File: config.mk
export PLATFORM = sky130hd
export DESIGN_NAME = paced_sensor_poll_sequencer
export DESIGN_NICKNAME = d
export VERILOG_FILES = /design/src/rtl/psps_pkg.sv /design/src/rtl/psps_cfg.sv /design/src/rtl/psps_step.sv /design/src/rtl/paced_sensor_poll_sequencer.sv
export SDC_FILE = /design/constraint.sdc
export NUM_CORES = 1
export LEC_CHECK = 0
export CAP_MARGIN = 10
export CORE_MARGIN = 2
export CORE_UTILIZATION = 50
export CTS_CLUSTER_DIAMETER = 50
export DETAILED_ROUTE_END_ITERATION = 7
export DONT_BUFFER_PORTS = 1
export SETUP_SLACK_MARGIN = 0.15
export SLEW_MARGIN = 20
export SYNTH_ARGS = -nofsm -noshare
export SYNTH_HDL_FRONTEND = slang
export SYNTH_SLANG_ARGS = --single-unit
File: constraint.sdc
create_clock -name clk -period 9.04 [get_ports clk]
set_input_delay 0.904 -clock clk [delete_from_list [all_inputs] [get_ports clk]]
set_output_delay 0.904 -clock clk [all_outputs]
set_load 0.01 [all_outputs]
File: src/rtl/psps_pkg.sv
// Shared types and constants of the paced sensor poll sequencer.
package psps_pkg;

  localparam int unsigned DELAY_W = 16;
  localparam int unsigned TRIES_W = 4;
  localparam int unsigned BYTE_W  = 8;
  localparam int unsigned NOW_W   = 32;
  localparam int unsigned IDX_W   = 2;

  localparam logic [1:0] ACT_NONE = 2'd0;
  localparam logic [1:0] ACT_PREP = 2'd1;
  localparam logic [1:0] ACT_READ = 2'd2;

  localparam logic [1:0] PH_CODE_IDLE     = 2'd0;
  localparam logic [1:0] PH_CODE_PREPARED = 2'd1;
  localparam logic [1:0] PH_CODE_WAIT     = 2'd2;
  localparam logic [1:0] PH_CODE_READ     = 2'd3;

  localparam logic [BYTE_W-1:0] ST_OK     = 8'h00;
  localparam logic [BYTE_W-1:0] ST_BUSY   = 8'hFE;
  localparam logic [BYTE_W-1:0] TEMP_NONE = 8'hFF;

  localparam logic [DELAY_W-1:0] PREP_DELAY_RST  = 16'd60;
  localparam logic [DELAY_W-1:0] RETRY_DELAY_RST = 16'd100;
  localparam logic [TRIES_W-1:0] MAX_RETRIES_RST = 4'd3;
  localparam logic [DELAY_W-1:0] MIN_PERIOD_RST  = 16'd1000;

  localparam logic [IDX_W-1:0] REG_PREP_DELAY  = 2'd0;
  localparam logic [IDX_W-1:0] REG_RETRY_DELAY = 2'd1;
  localparam logic [IDX_W-1:0] REG_MAX_RETRIES = 2'd2;
  localparam logic [IDX_W-1:0] REG_MIN_PERIOD  = 2'd3;

  typedef enum logic [3:0] {
    PH_IDLE     = 4'b0001,
    PH_PREPARED = 4'b0010,
    PH_WAIT     = 4'b0100,
    PH_READ     = 4'b1000
  } phase_t;

  typedef struct packed {
    logic [DELAY_W-1:0] min_period_ms;
    logic [TRIES_W-1:0] max_retries;
    logic [DELAY_W-1:0] retry_delay_ms;
    logic [DELAY_W-1:0] prep_delay_ms;
  } cfg_t;

  typedef struct packed {
    logic [BYTE_W-1:0] temperature_byte;
    logic [BYTE_W-1:0] status_byte;
    logic              read_acked;
    logic              prepare_acked;
    logic [NOW_W-1:0]  now_ms;
  } step_in_t;

  typedef struct packed {
    logic [1:0]        phase;
    logic [BYTE_W-1:0] temperature;
    logic              reading_valid;
    logic [1:0]        bus_action;
  } step_res_t;

  function automatic logic [1:0] phase_code(phase_t ph);
    logic [1:0] code;
    code = PH_CODE_IDLE;
    unique case (ph)
      PH_IDLE:     code = PH_CODE_IDLE;
      PH_PREPARED: code = PH_CODE_PREPARED;
      PH_WAIT:     code = PH_CODE_WAIT;
      PH_READ:     code = PH_CODE_READ;
      default:     code = PH_CODE_IDLE;
    endcase
    return code;
  endfunction

endpackage

File: src/rtl/psps_cfg.sv
// Configuration register file of the poll sequencer.
module psps_cfg (
  input  logic                       clk,
  input  logic                       rst,
  input  logic                       cfg_we,
  input  logic [psps_pkg::IDX_W-1:0] cfg_index,
  input  logic [psps_pkg::DELAY_W-1:0] cfg_data,
  output psps_pkg::cfg_t             cfg
);

  always_ff @(posedge clk) begin
    if (rst) begin
      cfg.prep_delay_ms  <= psps_pkg::PREP_DELAY_RST;
      cfg.retry_delay_ms <= psps_pkg::RETRY_DELAY_RST;
      cfg.max_retries    <= psps_pkg::MAX_RETRIES_RST;
      cfg.min_period_ms  <= psps_pkg::MIN_PERIOD_RST;
    end else if (cfg_we) begin
      unique case (cfg_index)
        psps_pkg::REG_PREP_DELAY:  cfg.prep_delay_ms  <= cfg_data;
        psps_pkg::REG_RETRY_DELAY: cfg.retry_delay_ms <= cfg_data;
        psps_pkg::REG_MAX_RETRIES:
          cfg.max_retries <= cfg_data[psps_pkg::TRIES_W-1:0];
        psps_pkg::REG_MIN_PERIOD:  cfg.min_period_ms  <= cfg_data;
        default: ;
      endcase
    end
  end

endmodule

File: src/rtl/psps_step.sv
// Poll step logic: sequencer state and its next-state rules.
module psps_step #(
  parameter int unsigned TIME_BITS = 32
) (
  input  logic                clk,
  input  logic                rst,
  input  logic                step_en,
  input  psps_pkg::step_in_t  item,
  input  psps_pkg::cfg_t      cfg,
  output psps_pkg::step_res_t res
);

  psps_pkg::phase_t             phase, phase_next;
  logic [TIME_BITS-1:0]         deadline, deadline_next;
  logic [TIME_BITS-1:0]         next_period, next_period_next;
  logic [psps_pkg::TRIES_W-1:0] retries_left, retries_left_next;
  logic                         valid_flag, valid_flag_next;
  logic [psps_pkg::BYTE_W-1:0]  stored_temp, stored_temp_next;
  logic [1:0]                   action;

  logic [TIME_BITS-1:0] now;
  logic [TIME_BITS-1:0] period_diff;
  logic [TIME_BITS-1:0] deadline_diff;
  logic [TIME_BITS-1:0] now_plus_prep;
  logic [TIME_BITS-1:0] now_plus_retry;
  logic [TIME_BITS-1:0] now_plus_period;
  logic                 read_ok;
  logic                 read_busy;

  assign now             = TIME_BITS'(item.now_ms);
  assign period_diff     = now - next_period;
  assign deadline_diff   = now - deadline;
  assign now_plus_prep   = now + TIME_BITS'(cfg.prep_delay_ms);
  assign now_plus_retry  = now + TIME_BITS'(cfg.retry_delay_ms);
  assign now_plus_period = now + TIME_BITS'(cfg.min_period_ms);
  assign read_ok   = item.read_acked && (item.status_byte == psps_pkg::ST_OK);
  assign read_busy = item.read_acked && (item.status_byte == psps_pkg::ST_BUSY);

  always_comb begin
    phase_next        = phase;
    deadline_next     = deadline;
    next_period_next  = next_period;
    retries_left_next = retries_left;
    valid_flag_next   = valid_flag;
    stored_temp_next  = stored_temp;
    action            = psps_pkg::ACT_NONE;
    if (!period_diff[TIME_BITS-1]) begin
      unique case (phase)
        psps_pkg::PH_IDLE: begin
          action = psps_pkg::ACT_PREP;
          if (item.prepare_acked) begin
            phase_next = psps_pkg::PH_PREPARED;
          end else begin
            valid_flag_next  = 1'b0;
            stored_temp_next = psps_pkg::TEMP_NONE;
            deadline_next    = now_plus_retry;
            phase_next       = psps_pkg::PH_WAIT;
          end
        end
        psps_pkg::PH_PREPARED: begin
          retries_left_next = cfg.max_retries;
          deadline_next     = now_plus_prep;
          phase_next        = psps_pkg::PH_WAIT;
        end
        psps_pkg::PH_WAIT: begin
          if (!deadline_diff[TIME_BITS-1]) begin
            phase_next = psps_pkg::PH_READ;
          end
        end
        psps_pkg::PH_READ: begin
          action = psps_pkg::ACT_READ;
          priority if (read_ok) begin
            valid_flag_next  = 1'b1;
            stored_temp_next = item.temperature_byte;
            phase_next       = psps_pkg::PH_IDLE;
            next_period_next = now_plus_period;
          end else if (read_busy && (retries_left != '0)) begin
            retries_left_next = retries_left - 1'b1;
            deadline_next     = now_plus_retry;
            phase_next        = psps_pkg::PH_WAIT;
          end else begin
            valid_flag_next  = 1'b0;
            phase_next       = psps_pkg::PH_IDLE;
            next_period_next = now_plus_period;
          end
        end
        default: phase_next = psps_pkg::PH_IDLE;
      endcase
    end
  end

  always_ff @(posedge clk) begin
    if (rst) begin
      phase        <= psps_pkg::PH_IDLE;
      deadline     <= '0;
      next_period  <= '0;
      retries_left <= psps_pkg::MAX_RETRIES_RST;
      valid_flag   <= 1'b0;
      stored_temp  <= psps_pkg::TEMP_NONE;
    end else if (step_en) begin
      phase        <= phase_next;
      deadline     <= deadline_next;
      next_period  <= next_period_next;
      retries_left <= retries_left_next;
      valid_flag   <= valid_flag_next;
      stored_temp  <= stored_temp_next;
    end
  end

  assign res.bus_action    = action;
  assign res.reading_valid = valid_flag_next;
  assign res.temperature   = stored_temp_next;
  assign res.phase         = psps_pkg::phase_code(phase_next);

endmodule

File: src/rtl/paced_sensor_poll_sequencer.sv
// Top level of the paced sensor poll sequencer: input and result registers.
// One poll step per word; a step passes the step logic between the input
// register and the result register, so a new word is taken every clock while
// the result side keeps up. The result word is registered in the result
// register and offered on the master side. The sequencer state (phase,
// deadline, retry count, hold-off time) is updated when a word passes the step
// logic, so back-to-back words see each other's effect in order. Configuration
// writes take effect on the next step.
module paced_sensor_poll_sequencer #(
  parameter int unsigned TIME_BITS = 32
) (
  input  logic        clk,
  input  logic        rst,
  input  logic        s_tvalid,
  output logic        s_tready,
  // now_ms[31:0], prepare_acked[32], read_acked[33], status_byte[41:34],
  // temperature_byte[49:42], zero fill [55:50]
  input  logic [55:0] s_tdata,
  output logic        m_tvalid,
  input  logic        m_tready,
  // bus_action[1:0], reading_valid[2], temperature[10:3], phase[12:11],
  // zero fill [15:13]
  output logic [15:0] m_tdata,
  input  logic        cfg_we,
  input  logic [psps_pkg::IDX_W-1:0]   cfg_index,
  input  logic [psps_pkg::DELAY_W-1:0] cfg_data
);

  localparam int unsigned IN_W  = $bits(psps_pkg::step_in_t);
  localparam int unsigned RES_W = $bits(psps_pkg::step_res_t);

  psps_pkg::cfg_t      cfg;
  psps_pkg::step_in_t  in_word;
  psps_pkg::step_res_t res;
  psps_pkg::step_res_t out_word;
  logic                in_vld;
  logic                advance;
  logic                step_en;

  assign advance  = !m_tvalid || m_tready;
  assign step_en  = in_vld && advance;
  assign s_tready = !in_vld || advance;

  psps_cfg u_cfg (
    .clk       (clk),
    .rst       (rst),
    .cfg_we    (cfg_we),
    .cfg_index (cfg_index),
    .cfg_data  (cfg_data),
    .cfg       (cfg)
  );

  psps_step #(
    .TIME_BITS (TIME_BITS)
  ) u_step (
    .clk     (clk),
    .rst     (rst),
    .step_en (step_en),
    .item    (in_word),
    .cfg     (cfg),
    .res     (res)
  );

  always_ff @(posedge clk) begin
    if (rst) begin
      in_vld <= 1'b0;
    end else if (s_tready) begin
      in_vld <= s_tvalid;
    end
  end

  always_ff @(posedge clk) begin
    if (s_tready && s_tvalid) begin
      in_word <= s_tdata[IN_W-1:0];
    end
  end

  always_ff @(posedge clk) begin
    if (rst) begin
      m_tvalid <= 1'b0;
    end else if (advance) begin
      m_tvalid <= in_vld;
    end
  end

  always_ff @(posedge clk) begin
    if (step_en) begin
      out_word <= res;
    end
  end

  assign m_tdata = {{(16 - RES_W){1'b0}}, out_word};

  a_in_loaded: assert property (@(posedge clk) disable iff (rst)
    s_tvalid && s_tready |=> in_vld)
    else $error("accepted word not held in input register");

  a_step_to_out: assert property (@(posedge clk) disable iff (rst)
    step_en |=> m_tvalid)
    else $error("stepped word did not reach result register");

  a_prep_phase: assert property (@(posedge clk) disable iff (rst)
    m_tvalid && (out_word.bus_action == psps_pkg::ACT_PREP) |->
      (out_word.phase == psps_pkg::PH_CODE_PREPARED) ||
      (out_word.phase == psps_pkg::PH_CODE_WAIT))
    else $error("prepare step left an unexpected phase");

  a_read_phase: assert property (@(posedge clk) disable iff (rst)
    m_tvalid && (out_word.bus_action == psps_pkg::ACT_READ) |->
      (out_word.phase == psps_pkg::PH_CODE_IDLE) ||
      (out_word.phase == psps_pkg::PH_CODE_WAIT))
    else $error("read step left an unexpected phase");

endmodule
==> results.tsv <==
metric	value	unit
hp-class	register to register	
boundaryPins	97	
dpl_cell_area	0.0111	mm2
clock_path_buffers	2	
dp_hpwl	17300	um
synthCells	1205	
worstSetupStartpointType	register	
place.gp.congestion	0.840	
top_layer	met4	
synthMuxAreaShare	2.00	%
mostFrequentLayoutCells	a21oi_1 (148), nand2_1 (148), dfxtp_1 (135)	
grt_use_total	22.7	%
required	9330	ps
layout-drive-gt1-share	7.70	%
total_leakage_power	4.20	nW
async_flop_share	0	%
ys_top_cells_by_area	dfxtp_1 (25%), edfxtp_1 (17%), ha_1 (11%), a21oi_1 (6.7%), nand2_1 (5.1%)	
avgRoutedWirePerCell	17.7	um
ys_ff_latch	198	
status	finished, final reports clean	
ir_drop	0.000116	V
n_fill_cell	2017	
cts_resized	0	
dp_slack	4710	ps
io_buffer_count	0	
rows	54	
nets	1343	
syn2layout_area_growth	6.27	%
synth_seq_area_share	41.8	%
setup-violations-final	0	
end_kind	register	
viasPerCell	5.75	
grt_max_degree	127	
fmax	228	MHz
die-area	0.0232	mm2
clockRootBuffer	clkbuf_16	
route.met2.wl	12300	um
r2r_setup_slack	4660	ps
htreeDepth	4	
synth_compound_area_share	19.4	%
setup_slack	4660	ps
dr.pass1.iters	5	
max_slew_margin	25.7	%
cts_tree	done	
clock_latency	440	ps
yosysWarnings	0	
remaining_drc_errors	0	
pwr_density_cell	165	mW/mm2
grt_pass1_wl	43300	um
min_period	4380	ps
period_share	48.5	%
start_util	50.7	%
synth-simple-area-share	16.3	%
crit_type	register to register	
synth-adder-area-share	10.9	%
fp.coreArea	0.0217	mm2
yosysTopAreaCellShare	24.6	%
wl_met3	827	um
synth_top_family_by_area	compound AO/OA/AOI/OAI gates	
die_h	152	um
synth_edf_count	63	
path_max_fanout	17	
drt_iter0_drc	425	
first_global_vias	8424	
syn_area	0.0110	mm2
drv_slew	0	
die_x	152	um
final_area	0.0117	mm2
cts_sinks	198	
r2r-start	u_step.phase[1]	
synth.distinct_cells	80	
synth_top_cell_by_area	dfxtp_1	
vias	8407	
wl_met1	12200	um
antenna_found_initial	0	
antennaDiodeCount	0	
reg2reg_depth	14	
hold_violations	0	
worstHoldStart	u_cfg.cfg[0]	
worst_pin_slew	1110	ps
clkTransAtPathRegs	70	ps
final.setup.tns	0	ps
synth_xor_area_share	4.22	%
syn_area_per_cell	9.13	um2
final_core_util	53.9	%
cts_buffers	17	
skew	11.4	ps
arrival	4680	ps
synth_flop_cell	dfxtp_1	
cts_setup_buffers	0	
cts_hold_buffers	0	
totalWireLength	25800	um
maxCapViolCount	0	
holdPathStages	2	
rr_endpoint	u_step.deadline[26]	
rsz0062_at_grt	no	
final_antenna_net_count	0	
grt_overflow	0	
hold_path_end	u_cfg.cfg[0]	
-- registers in the layout, indices dropped and copies added (netlist names), 4 cells and up --
register             flops
in_word                 50
m_tdata                 13
u_cfg.cfg               52
u_step.deadline         32
u_step.next_period      32
u_step.phase             4
u_step.retries_left      4
u_step.stored_temp       8
-- how the worst max path moves through the flow --
stage	startpoint	cells past startpoint	to	slack, ps
final	u_step.phase[1]	14	u_step.deadline[26]	4660
after global routing	u_step.phase[1]	14	u_step.deadline[28]	4380
after CTS	u_step.phase[1]	14	u_step.deadline[26]	4690
after detailed placement	u_step.phase[1]	14	u_step.deadline[28]	4710
after global placement	u_step.phase[3]	14	u_step.deadline[28]	4690
after floorplan	u_step.phase[1]	15	u_step.deadline[30]	4790
-- metal layers --
metal  vias to the layer above  track usage [%]
met3                        34             3.90
met5                         -                0
met2                       148             38.3
met1                      3989             30.1
li1                       4236                -
met4                         0             6.19
-- report_power, final --
part	switching, W	total, W	leakage [nW]	internal (W)
clock	0.000367	0.000729	0.267	0.000361
combinational	0.000136	0.000225	2.25	0.0000891
sequential	0.0000305	0.000979	1.68	0.000949
total	0.000534	0.00193	4.20	0.00140
-- worst max-delay path, stage by stage (launching register included) --
cell	delay [ps]
dfxtp_1	470
nor4b_4	240
buf_4	300
mux2_2	370
ha_1	200
fa_1	420
a211oi_1	350
o21ai_1	200
a21o_1	220
a21o_1	190
a41o_1	260
o41a_1	520
nand3_1	190
xor2_1	190
a211oi_2	90
-- per-stage QoR --
stage	hold slack, ps	cells	power [W]
floorplan	433	1207	0.00118
global placement	435	1430	0.00122
detailed placement	442	1430	0.00122
CTS	453	1462	0.00195
global route	476	1462	0.00202
finish	454	1462	0.00193
-- synthesized netlist by cell type, types with 8 or more instances --
library cell and instances:
buf_4 11, a211oi_2 10, nand2b_1 13, nor2b_1 10
a21oi_1 148, nand3b_1 9, nand4_1 18, xnor2_1 23
o21ai_1 14, a211oi_1 21, a311oi_1 8, clkbuf_1 40
a21o_1 27, and3_1 9, xor2_1 30, nor3_1 9
and2_1 8, inv_1 74, nand3_1 67, dfxtp_1 135
nand2_1 148, nor2_1 48, o21ai_0 44, buf_2 11
edfxtp_1 63, mux2_2 16, ha_1 93, o22a_1 8
a32oi_1 8
-- kinds of logic (layout without fill, tap and decap cells) --
logic type,count (synthesis),after routing
AO/OA/AOI/OAI,333,333
adder cells (fa/ha/maj),95,95
buffers and inverters,139,114
XOR/XNOR,53,53
AND/OR/NAND/NOR,366,366
flip-flops,198,198
other,1,3
multiplexers,20,20
-- layout make-up --
cell class | instances | area [um2] | share of cell area (%)
multi-input cells | 870 | 5860 | 50.1
clock inverters | 14 | 121 | 1.04
well taps | 280 | 350 | 3.00
clock buffers | 18 | 429 | 3.67
inverters | 74 | 278 | 2.38
flip-flops and latches | 198 | 4590 | 39.3
repair buffers | 8 | 60.1 | 0.514
Power figures use the tool's default switching activity.
